[src/rtl/core/handle_slot_table_core_assert.svh]
// Assertion macros used by the slot table core RTL
`ifndef HANDLE_SLOT_TABLE_CORE_ASSERT_SVH
`define HANDLE_SLOT_TABLE_CORE_ASSERT_SVH

// same-cycle implication
`define HST_ASSERT_IMP(label, ante, cons, msg) \
  label: assert property (@(posedge clk) disable iff (!rst_n) (ante) |-> (cons)) \
    else $error(msg);

// next-cycle implication
`define HST_ASSERT_NXT(label, ante, cons, msg) \
  label: assert property (@(posedge clk) disable iff (!rst_n) (ante) |=> (cons)) \
    else $error(msg);

`endif

[src/rtl/core/hst_pkg.sv]
// Package: constants, codes and types of the handle slot table
`timescale 1ns / 1ps
`default_nettype none
package hst_pkg;

  localparam int SLOT_COUNT  = 64;
  localparam int HANDLE_BITS = 32;
  localparam int IDX_W       = $clog2(SLOT_COUNT);
  localparam int CNT_W       = $clog2(SLOT_COUNT + 1);
  localparam int CMD_W       = 3;
  localparam int STAT_W      = 3;

  localparam logic [CMD_W-1:0] CMD_ADD    = 3'd0;
  localparam logic [CMD_W-1:0] CMD_REMOVE = 3'd1;
  localparam logic [CMD_W-1:0] CMD_CLEAR  = 3'd2;
  localparam logic [CMD_W-1:0] CMD_FIRST  = 3'd3;
  localparam logic [CMD_W-1:0] CMD_NEXT   = 3'd4;

  localparam logic [STAT_W-1:0] STAT_OK        = 3'd0;
  localparam logic [STAT_W-1:0] STAT_FULL      = 3'd1;
  localparam logic [STAT_W-1:0] STAT_NOT_FOUND = 3'd2;
  localparam logic [STAT_W-1:0] STAT_END       = 3'd3;
  localparam logic [STAT_W-1:0] STAT_BAD_ITEM  = 3'd4;

  localparam logic [CNT_W-1:0] SLOTS_RESET = CNT_W'(SLOT_COUNT);

  typedef enum logic [2:0] {
    ST_IDLE = 3'b001,
    ST_SCAN = 3'b010,
    ST_FIN  = 3'b100
  } state_t;

  typedef struct packed {
    logic                   we;
    logic [IDX_W-1:0]       addr;
    logic [HANDLE_BITS-1:0] data;
  } hst_wr_t;

endpackage
`default_nettype wire

[src/rtl/core/handle_slot_table_core.sv]
// Handle slot table: add, remove, clear and walk over a memory of handle slots
// Each command is accepted in IDLE, then SCAN examines slots from the start index up to
// the slot limit until one matches or all miss, and FIN issues the result once the output
// is free. Bad item and undefined commands skip SCAN and go straight to FIN. One item in
// flight; the memory read port examines one slot per cycle. Reset empties every slot at
// once through valid bits, zeroes count and cursor, and sets the slot limit to 64.
`timescale 1ns / 1ps
`default_nettype none
`include "handle_slot_table_core_assert.svh"
module handle_slot_table_core
  import hst_pkg::*;
(
  input  wire logic                   clk,
  input  wire logic                   rst_n,
  input  wire logic                   cfg_valid,
  output logic                        cfg_ready,
  input  wire logic [CNT_W-1:0]       cfg_data,
  input  wire logic                   in_valid,
  output logic                        in_ready,
  input  wire logic [CMD_W-1:0]       in_cmd,
  input  wire logic [HANDLE_BITS-1:0] in_item_value,
  output logic                        out_valid,
  input  wire logic                   out_ready,
  output logic      [STAT_W-1:0]      out_status,
  output logic      [IDX_W-1:0]       out_slot_index,
  output logic      [HANDLE_BITS-1:0] out_item_out,
  output logic      [CNT_W-1:0]       out_live_count
);

  state_t                 state_r, state_nxt;
  logic [CNT_W-1:0]       lim_cfg_r;
  logic [SLOT_COUNT-1:0]  occ_r, occ_nxt;
  logic [CNT_W-1:0]       cnt_r, cnt_nxt;
  logic [IDX_W-1:0]       cur_r, cur_nxt;
  logic [CNT_W-1:0]       scan_idx_r, scan_idx_nxt;
  logic [IDX_W-1:0]       chk_idx_r, chk_idx_nxt;
  logic                   chk_vld_r, chk_vld_nxt;
  logic                   out_valid_r, out_valid_nxt;

  logic [CMD_W-1:0]       cmd_r, cmd_nxt;
  logic [HANDLE_BITS-1:0] hdl_r, hdl_nxt;
  logic                   res_hit_r, res_hit_nxt;
  logic [STAT_W-1:0]      res_stat_r, res_stat_nxt;
  logic [IDX_W-1:0]       res_idx_r, res_idx_nxt;
  logic [HANDLE_BITS-1:0] res_item_r, res_item_nxt;
  logic [STAT_W-1:0]      out_stat_r, out_stat_nxt;
  logic [IDX_W-1:0]       out_idx_r, out_idx_nxt;
  logic [HANDLE_BITS-1:0] out_item_r, out_item_nxt;
  logic [CNT_W-1:0]       out_cnt_r, out_cnt_nxt;

  logic [CNT_W-1:0]       lim;
  logic                   chk_occ;
  logic                   chk_match;
  logic                   scan_end;
  logic                   out_free;
  hst_wr_t                wr;
  logic [HANDLE_BITS-1:0] rd_data;

  hst_slot_ram u_ram (
    .clk     (clk),
    .wr      (wr),
    .rd_addr (scan_idx_r[IDX_W-1:0]),
    .rd_data (rd_data)
  );

  assign lim       = (lim_cfg_r > SLOTS_RESET) ? SLOTS_RESET : lim_cfg_r;
  assign chk_occ   = occ_r[chk_idx_r];
  assign scan_end  = !chk_vld_r && (scan_idx_r >= lim);
  assign out_free  = !out_valid_r || out_ready;
  assign cfg_ready = 1'b1;
  assign in_ready  = (state_r == ST_IDLE);

  always_comb begin
    case (cmd_r)
      CMD_ADD:    chk_match = !chk_occ;
      CMD_REMOVE: chk_match = chk_occ && (rd_data == hdl_r);
      CMD_FIRST,
      CMD_NEXT:   chk_match = chk_occ;
      default:    chk_match = 1'b0;
    endcase
  end

  always_comb begin
    state_nxt     = state_r;
    occ_nxt       = occ_r;
    cnt_nxt       = cnt_r;
    cur_nxt       = cur_r;
    scan_idx_nxt  = scan_idx_r;
    chk_idx_nxt   = chk_idx_r;
    chk_vld_nxt   = chk_vld_r;
    out_valid_nxt = out_valid_r;
    cmd_nxt       = cmd_r;
    hdl_nxt       = hdl_r;
    res_hit_nxt   = res_hit_r;
    res_stat_nxt  = res_stat_r;
    res_idx_nxt   = res_idx_r;
    res_item_nxt  = res_item_r;
    out_stat_nxt  = out_stat_r;
    out_idx_nxt   = out_idx_r;
    out_item_nxt  = out_item_r;
    out_cnt_nxt   = out_cnt_r;
    wr.we         = 1'b0;
    wr.addr       = res_idx_r;
    wr.data       = hdl_r;

    if (out_valid_r && out_ready) begin
      out_valid_nxt = 1'b0;
    end

    case (state_r)
      ST_IDLE: begin
        if (in_valid) begin
          cmd_nxt      = in_cmd;
          hdl_nxt      = in_item_value;
          chk_vld_nxt  = 1'b0;
          res_hit_nxt  = 1'b0;
          res_idx_nxt  = '0;
          res_item_nxt = '0;
          res_stat_nxt = STAT_OK;
          scan_idx_nxt = '0;
          case (in_cmd)
            CMD_ADD, CMD_REMOVE: begin
              if (in_item_value == '0) begin
                res_stat_nxt = STAT_BAD_ITEM;
                state_nxt    = ST_FIN;
              end else begin
                state_nxt = ST_SCAN;
              end
            end
            CMD_CLEAR, CMD_FIRST: state_nxt = ST_SCAN;
            CMD_NEXT: begin
              scan_idx_nxt = {1'b0, cur_r} + CNT_W'(1);
              state_nxt    = ST_SCAN;
            end
            default: state_nxt = ST_FIN;
          endcase
        end
      end
      ST_SCAN: begin
        if (scan_idx_r < lim) begin
          scan_idx_nxt = scan_idx_r + CNT_W'(1);
          chk_idx_nxt  = scan_idx_r[IDX_W-1:0];
          chk_vld_nxt  = 1'b1;
        end else begin
          chk_vld_nxt = 1'b0;
        end
        if (cmd_r == CMD_CLEAR && chk_vld_r && chk_occ) begin
          occ_nxt[chk_idx_r] = 1'b0;
          if (cnt_r != '0) begin
            cnt_nxt = cnt_r - CNT_W'(1);
          end
        end
        if (chk_vld_r && chk_match) begin
          res_hit_nxt  = 1'b1;
          res_idx_nxt  = chk_idx_r;
          res_stat_nxt = STAT_OK;
          res_item_nxt = (cmd_r == CMD_FIRST || cmd_r == CMD_NEXT) ? rd_data : '0;
          state_nxt    = ST_FIN;
        end else if (scan_end) begin
          res_hit_nxt = 1'b0;
          case (cmd_r)
            CMD_ADD:            res_stat_nxt = STAT_FULL;
            CMD_REMOVE:         res_stat_nxt = STAT_NOT_FOUND;
            CMD_FIRST, CMD_NEXT: res_stat_nxt = STAT_END;
            default:            res_stat_nxt = STAT_OK;
          endcase
          state_nxt = ST_FIN;
        end
      end
      ST_FIN: begin
        if (out_free) begin
          if (res_hit_r) begin
            case (cmd_r)
              CMD_ADD: begin
                wr.we              = 1'b1;
                occ_nxt[res_idx_r] = 1'b1;
                cnt_nxt            = cnt_r + CNT_W'(1);
              end
              CMD_REMOVE: begin
                occ_nxt[res_idx_r] = 1'b0;
                if (cnt_r != '0) begin
                  cnt_nxt = cnt_r - CNT_W'(1);
                end
              end
              CMD_FIRST, CMD_NEXT: cur_nxt = res_idx_r;
              default: ;
            endcase
          end
          out_stat_nxt  = res_stat_r;
          out_idx_nxt   = res_idx_r;
          out_item_nxt  = res_item_r;
          out_cnt_nxt   = cnt_nxt;
          out_valid_nxt = 1'b1;
          state_nxt     = ST_IDLE;
        end
      end
      default: state_nxt = ST_IDLE;
    endcase
  end

  always_ff @(posedge clk) begin
    if (!rst_n) begin
      state_r     <= ST_IDLE;
      lim_cfg_r   <= SLOTS_RESET;
      occ_r       <= '0;
      cnt_r       <= '0;
      cur_r       <= '0;
      scan_idx_r  <= '0;
      chk_vld_r   <= 1'b0;
      out_valid_r <= 1'b0;
    end else begin
      state_r     <= state_nxt;
      occ_r       <= occ_nxt;
      cnt_r       <= cnt_nxt;
      cur_r       <= cur_nxt;
      scan_idx_r  <= scan_idx_nxt;
      chk_vld_r   <= chk_vld_nxt;
      out_valid_r <= out_valid_nxt;
      if (cfg_valid && cfg_ready) begin
        lim_cfg_r <= cfg_data;
      end
    end
  end

  always_ff @(posedge clk) begin
    chk_idx_r  <= chk_idx_nxt;
    cmd_r      <= cmd_nxt;
    hdl_r      <= hdl_nxt;
    res_hit_r  <= res_hit_nxt;
    res_stat_r <= res_stat_nxt;
    res_idx_r  <= res_idx_nxt;
    res_item_r <= res_item_nxt;
    out_stat_r <= out_stat_nxt;
    out_idx_r  <= out_idx_nxt;
    out_item_r <= out_item_nxt;
    out_cnt_r  <= out_cnt_nxt;
  end

  assign out_valid      = out_valid_r;
  assign out_status     = out_stat_r;
  assign out_slot_index = out_idx_r;
  assign out_item_out   = out_item_r;
  assign out_live_count = out_cnt_r;

  `HST_ASSERT_IMP(a_cnt_max, 1'b1, cnt_r <= SLOTS_RESET, "live count above slot count")
  `HST_ASSERT_IMP(a_scan_max, 1'b1, scan_idx_r <= SLOTS_RESET, "scan index out of range")
  `HST_ASSERT_IMP(a_wr_fin, wr.we, state_r == ST_FIN && cmd_r == CMD_ADD, "write outside add result")
  `HST_ASSERT_NXT(a_acc_busy, in_valid && in_ready, state_r != ST_IDLE, "accept left block idle")
  `HST_ASSERT_IMP(a_err_zero, out_valid && out_status != STAT_OK,
    out_slot_index == '0 && out_item_out == '0, "error result carries slot data")

endmodule
`default_nettype wire

[src/rtl/core/hst_slot_ram.sv]
// Slot handle memory: one write port, one registered read port
`timescale 1ns / 1ps
`default_nettype none
module hst_slot_ram
  import hst_pkg::*;
(
  input  wire logic                   clk,
  input  wire hst_wr_t                wr,
  input  wire logic [IDX_W-1:0]       rd_addr,
  output logic      [HANDLE_BITS-1:0] rd_data
);

  logic [HANDLE_BITS-1:0] mem [SLOT_COUNT];

  always_ff @(posedge clk) begin
    if (wr.we) begin
      mem[wr.addr] <= wr.data;
    end
  end

  always_ff @(posedge clk) begin
    rd_data <= mem[rd_addr];
  end

endmodule
`default_nettype wire

[config.mk]
export PLATFORM = sky130hd
export DESIGN_NAME = handle_slot_table_core
export DESIGN_NICKNAME = d
export VERILOG_FILES = /design/src/rtl/core/hst_pkg.sv /design/src/rtl/core/handle_slot_table_core.sv /design/src/rtl/core/hst_slot_ram.sv
export VERILOG_INCLUDE_DIRS = /design/src /design/src/rtl/core
export SDC_FILE = /design/constraint.sdc
export NUM_CORES = 2
export LEC_CHECK = 0
export BUFFER_PORTS_ARGS = -buffer_cell sky130_fd_sc_hd__buf_4
export CAP_MARGIN = 20
export CORE_AREA = 4 4 390 392
export CTS_CLUSTER_SIZE = 12
export DETAILED_ROUTE_END_ITERATION = 10
export DIE_AREA = 0 0 394 396
export PLACE_DENSITY = 0.81
export SYNTH_ARGS = -nofsm -noshare
export SYNTH_HDL_FRONTEND = slang
export SYNTH_SLANG_ARGS = --single-unit
export TNS_END_PERCENT = 30
[constraint.sdc]
create_clock -name clk -period 9 [get_ports clk]
set_input_delay 1.8 -clock clk [delete_from_list [all_inputs] [get_ports clk]]
set_output_delay 1.8 -clock clk [all_outputs]
set_load 0.01 [all_outputs]
== Word-level counts from Yosys, hierarchy flattened ==
Memory sizes are Yosys's and may differ from the RTL's. A register that Yosys moved wholly into a read port is not among the register bits.
Index checks and enable logic that the tools add are counted.

* Memories: 1
* Bits of input ports: 47
* Output and inout port bits: 51
* Memory bits (writable): 2048
* Word-level logic and storage cells: 148
* Bits in read-only memories: 0
* Latch bits: 0
* Flip-flop bits (word level): 227

{| class="wikitable"
|+ Memory list
! memory !! words !! bits a word !! rd ports !! clocked after memory_dff !! wr ports !! RTL line !! text
|-
| u_ram.mem || 64 || 32 || 1 || 1 || 1 || hst_slot_ram.sv:13 || <nowiki>logic [HANDLE_BITS-1:0] mem [SLOT_COUNT];</nowiki>
|}

* Reductions and logical operators: 33
* Multiplexer cells: 59
* Multiply operators: 0
* Shift operators: 0
* Divide/modulo/power cells: 0
* Add/subtract/negate cells: 4
* Eq/ne operators: 20
* Bitwise operators: 5
* Order comparisons: 7

{| class="wikitable"
|+ Operators by type and width
! operator !! number
|-
| one-hot mux 64 bit (2 select lines) || 2
|-
| 2-to-1 mux 64 bit || 3
|-
| bitwise AND 64 bit || 2
|-
| inverter 64 bit || 2
|-
| 2-to-1 mux 32 bit || 3
|-
| bitwise OR 64 bit || 1
|-
| one-hot mux 32 bit (2 select lines) || 1
|-
| 2-to-1 mux 7 bit || 8
|-
| one-hot mux 7 bit (2 select lines) || 3
|-
| equality test 32 bit || 1
|-
| zero test 32 bit || 1
|-
| 2-to-1 mux 3 bit || 10
|-
| 2-to-1 mux 1 bit || 16
|-
| equality test 3 x 2 -> 1 bit (second input constant) || 5
|-
| AND reduction 3 bit || 5
|-
| adder 7 x 1 -> 7 bit (second input constant) || 2
|-
| less-than comparator 6 x 7 -> 1 bit (second input constant) || 2
|-
| demux 1 bit (select 6 bit) || 2
|-
| >= comparator 6 x 1 -> 1 bit (second input constant) || 2
|-
| 2-to-1 mux 6 bit || 2
|-
| inequality test 2 bit (second input constant) || 6
|-
| one-hot mux 3 bit (2 select lines) || 2
|-
| one-hot mux 6 bit (2 select lines) || 1
|-
| equality test 3 x 1 -> 1 bit (second input constant) || 3
|-
| other kinds (24) || 43
|}

== Longest topological paths before layout ==
* Word-level depth: 10
* Depth in mapped cells: 13
* Gate-level depth less buffers: 10

== Hierarchy ==
A second synthesis with hierarchy kept.

* Cell total of the unflattened synthesis: 4462
* Area total of the unflattened synthesis: 90317.9 um^2

{| class="wikitable"
|+ Modules (own cells, without submodules)
! module !! area each (um^2) !! times used !! sequential area each (um^2) !! cells each
|-
| hst_slot_ram || 78521.6 || 1 || 62139.6 || 3323
|-
| handle_slot_table_core || 11796.3 || 1 || 5855.6 || 1139
|}

== Least setup slack after synthesis ==
Ideal clock, no wire load.

* Path kind: input-to-reg
* Start point: input out_ready
* End point: memory u_ram.mem[10][0], enable pin
* Setup slack: 1.721 ns
* Stages on the path: 6
* Required time: 8.539 ns
* Setup time: 0.461 ns
* Data arrival time: 6.818 ns
* Path buffers: 2
* Cell sequence: nand2b_1 and3_1 clkbuf_1 nand3_1 clkbuf_1 nor3_1

* Cells in the longest elaborated chain, start to end: 5

{| class="wikitable"
|+ RTL lines
! element !! RTL line !! text
|-
| start: declaration || handle_slot_table_core.sv:23 || <nowiki>input wire logic out_ready,</nowiki>
|-
| logical OR 1 bit || handle_slot_table_core.sv:69 || <nowiki>assign out_free = !out_valid_r || out_ready;</nowiki>
|-
| 2-to-1 mux 1 bit || handle_slot_table_core.sv:171 || <nowiki>if (out_free) begin</nowiki>
|-
| 2-to-1 mux 1 bit || handle_slot_table_core.sv:110 || <nowiki>case (state_r)</nowiki>
|-
| 2-to-1 mux 1 bit || hst_slot_ram.sv:16 || <nowiki>if (wr.we) begin</nowiki>
|-
| 2-to-1 mux 1 bit (implied by the code) || hst_slot_ram.sv:17 || <nowiki>mem[wr.addr] <= wr.data;</nowiki>
|-
| end: declaration || hst_slot_ram.sv:13 ||
|}

No other way between the ends.

== Final worst setup path ==
* Start point: input out_ready
* End point: memory u_ram.mem[37][8], enable pin

The elaborated chain is that of the path after synthesis.

==> results.json <==
{
  "status": "finished clean",
  "fin_worst_skew_ns": 0.0375,
  "num-nets-final": 4421,
  "avgSynthCellArea_um2": 21.8,
  "holdPathStages": 0,
  "routed_via_density": 7.37,
  "ys_seq_area_frac": 0.753,
  "power_switching_w": 0.00480,
  "ios": 98,
  "grt_util_all_layers": 0.325,
  "synth_edf_count": 2179,
  "die_x_um": 394,
  "hold_end": "out_item_out[13]$_DFFE_PP_",
  "post_cts_buffers": 0,
  "initial_core_util": 0.607,
  "required_ns": 9.49,
  "p_seq_frac": 0.552,
  "setup_tns_ns": 0,
  "p_clk_frac": 0.388,
  "io_buffers": 96,
  "powerDensity_nw_per_um2": 217,
  "vdd_drop_max_uv": 302,
  "drc": 0,
  "insertion_delay_ns": 0.85,
  "antenna_found_initial": 29,
  "critPathBufInv": 3,
  "drt_iter0_markers": 8371,
  "synth_flop_cell": "edfxtp_1",
  "seq_area_um2": 68000,
  "areaGrowthSynthToFinish_pct": 11.0,
  "synth_area_um2": 90300,
  "crit_chain": "buf_4 -> nand2b_1 -> and3_2 -> nand3_4 -> buf_4 -> nor3_2 -> buf_4",
  "dr.pass1.iters": 8,
  "htreeDepth": 4,
  "fp-row-count": 142,
  "swShare": 0.221,
  "cts_buffer_depth": 3,
  "end_kind": "register",
  "grt_pass1_vias": 46659,
  "routed_wirelength_mm": 251,
  "hold_violations": 0,
  "cts_resized": 0,
  "setup_viol": 0,
  "dp_hpwl_mm": 133,
  "worstPathMaxFanout": 33,
  "grt_max_degree": 150,
  "synth_seq_cells": 2307,
  "synthesis.nets": 4209,
  "final_layout_size_suffix_gt1_frac": 0.296,
  "cts_hold_buf": 0,
  "timing.rr.start": "hdl_r[6]$_DFFE_PP_",
  "clkTransAtPathRegs_ns": 0.06,
  "cts.sinks": 2307,
  "fmax_ghz": 0.225,
  "cts_tree": "yes",
  "maxSlewHeadroom": 0.190,
  "fillCellCount": 8562,
  "overflow": 0,
  "grt_pass1_wl_mm": 357,
  "leakage_nw": 29.9,
  "fin_crit_ns": 4.45,
  "path_common_cell": "buf_4",
  "wl_per_cell_um": 39.0,
  "core-area_um2": 149000,
  "synth_warnings": 0,
  "cap_violations": 0,
  "reg2regPathDepth": 8,
  "synth_cells": 4150,
  "ctsRootBufferMaster": "clkbuf_16",
  "min_period_over_period": 0.495,
  "antenna_left": 0,
  "cp_top_family": "simple AND/OR/NAND/NOR gates",
  "r2r_slack_ns": 4.71,
  "min_from": "res_item_r[13]$_SDFFCE_PN0P_",
  "synth_cell_types": 59,
  "multiInputGateArea_um2": 21300,
  "rsz0062_at_grt": "no",
  "die_h_um": 396,
  "hold_class": "register to register",
  "dieArea_um2": 156000,
  "async_reset_ff_frac": 0,
  "r2r-end": "res_item_r[8]$_SDFFCE_PN0P_",
  "vias": 47469,
  "crit_arrival_ns": 4.94,
  "worst_setup_path_start_kind": "primary input",
  "p_int_w": 0.0169,
  "slowest_stage": "nor3_2",
  "cts_made_buffers": 219,
  "worst_hold_slack_ns": 0.416,
  "globalplace.congestion": 0.886,
  "critPathKind": "primary input to register",
  "cp_slowest_stage_delay_ns": 0.88,
  "p_comb_frac": 0.060,
  "worstMarginPinSlew_ns": 1.22,
  "maxSlewViolCount": 0
}
## area by class of cell
cell class | instances | share of cell area
Tap cell | 1944 | 0.0243
Inverter | 78 | 0.00292
Sequential cell | 2307 | 0.679
Clock inverter | 33 | 0.00298
Antenna cell | 7 | 0.000175
Clock buffer | 317 | 0.0592
Timing Repair Buffer | 250 | 0.0197
Multi-Input combinational cell | 1506 | 0.212
## layer usage
layer  vias to the layer above  part of all wire  GRT usage
met5                         -           0.00087          0
met4                        34             0.055      0.145
met3                       750              0.14     0.0950
met2                      4360              0.48      0.506
met1                     24428              0.33      0.433
li1                      17897                 -          -
## synthesized netlist by cell type (all sizes together), types with 5 or more instances
master  count  area (um2)
nand4      10        62.6
xor2       18         158
o32ai       5        43.8
a221o      64         641
nor3       79         395
nand3b     13        97.6
o211ai     10        75.1
nor4       15         109
buf       105         578
dfxtp     128        2560
clkbuf    154         578
a221oi     65         945
nand2      55         206
nand2b      5        31.3
or3b        6        52.6
a22oi       6        45.0
edfxtp   2179       65400
and2       43         269
mux4      678       15300
a21oi      94         485
inv        78         293
xnor2      23         201
mux2i      28         280
nand3      19        95.1
o21ai      87         435
and3        8        50.1
ha         12         150
nor2      115         432
nor2b       8        50.1
## worst max-delay path by stage
stage	start	to	slack (ns)	cells past startpoint
after floorplan	out_ready	u_ram.mem[10][0]$_DFFE_PP_	1.72	6
after global placement	out_ready	u_ram.mem[37][5]$_DFFE_PP_	3.88	7
after detailed placement	out_ready	u_ram.mem[39][17]$_DFFE_PP_	3.78	7
after CTS	out_ready	u_ram.mem[57][20]$_DFFE_PP_	4.55	7
after global routing	out_ready	u_ram.mem[37][7]$_DFFE_PP_	4.48	7
final	out_ready	u_ram.mem[37][8]$_DFFE_PP_	4.55	7
## through the flow
stage | std cells | utilization | setup slack (ns) | cell area, um2 | total power, W
after floorplan | 4150 | - | 1.72 | 90300 | 0.0129
after global placement | 6082 | 0.631 | 3.88 | 93900 | 0.0134
after detailed placement | 6082 | 0.631 | 3.78 | 93900 | 0.0134
after CTS | 6432 | 0.673 | 4.55 | 100000 | 0.0217
after global routing | 6435 | 0.673 | 4.48 | 100000 | 0.0223
final | 6442 | 0.673 | 4.55 | 100000 | 0.0217
## placed cells by master, fill, tap and decap left out, drive strengths merged, types with 4 or more instances in the layout
cell type  synthesis  layout
a31oi              4       4
o211ai            10      10
diode              0       7
edfxtp          2179    2179
nor3              79      79
inv               78      82
or3b               6       6
xnor2             23      23
o22ai              4       4
nor4              15      15
nand3b            13      13
nand4             10      10
nor3b              4       4
clkbuf           154     317
and3               8       8
a221o             64      64
and2              43      43
nor2             115     115
nor2b              8       8
mux4             678     678
or3                4       4
xor2              18      18
a21oi             94      94
o32ai              5       5
nand2b             5       5
mux2i             28      28
ha                12      12
clkinv             0      26
nand3             19      19
a22oi              6       6
nand2             55      55
dfxtp            128     128
a221oi            65      65
o21ai             87      87
buf              105     250
## logic make-up after synthesis
group,after synthesis,share of synthesized area
xor+xnor,41,0.00398
fa+ha+maj,12,0.00166
flops,2307,0.753
other cells,1,0.0000415
compound gates,355,0.0317
buf+inv,337,0.0160
simple gates,391,0.0217
mux,706,0.172
## sequential cells by signal (all words and copies together), names as in the netlist, 7 cells and up, named ones only
name and cells:
lim_cfg_r 7, res_item_r 32, cnt_r 7, hdl_r 32, u_ram.mem 2048, out_live_count 7
u_ram.rd_data 32, scan_idx_r 7, out_item_out 32
## power groups by stage
stage                     clock, W  combinational [W]  sequential (W)
after floorplan                  0           0.000613          0.0123
after detailed placement         0            0.00123          0.0122
after global routing       0.00897            0.00133          0.0120
after CTS                  0.00847            0.00126          0.0120
after global placement           0            0.00118          0.0122
final                      0.00843            0.00130          0.0120
Note: power is estimated with default switching activity, not from simulation.
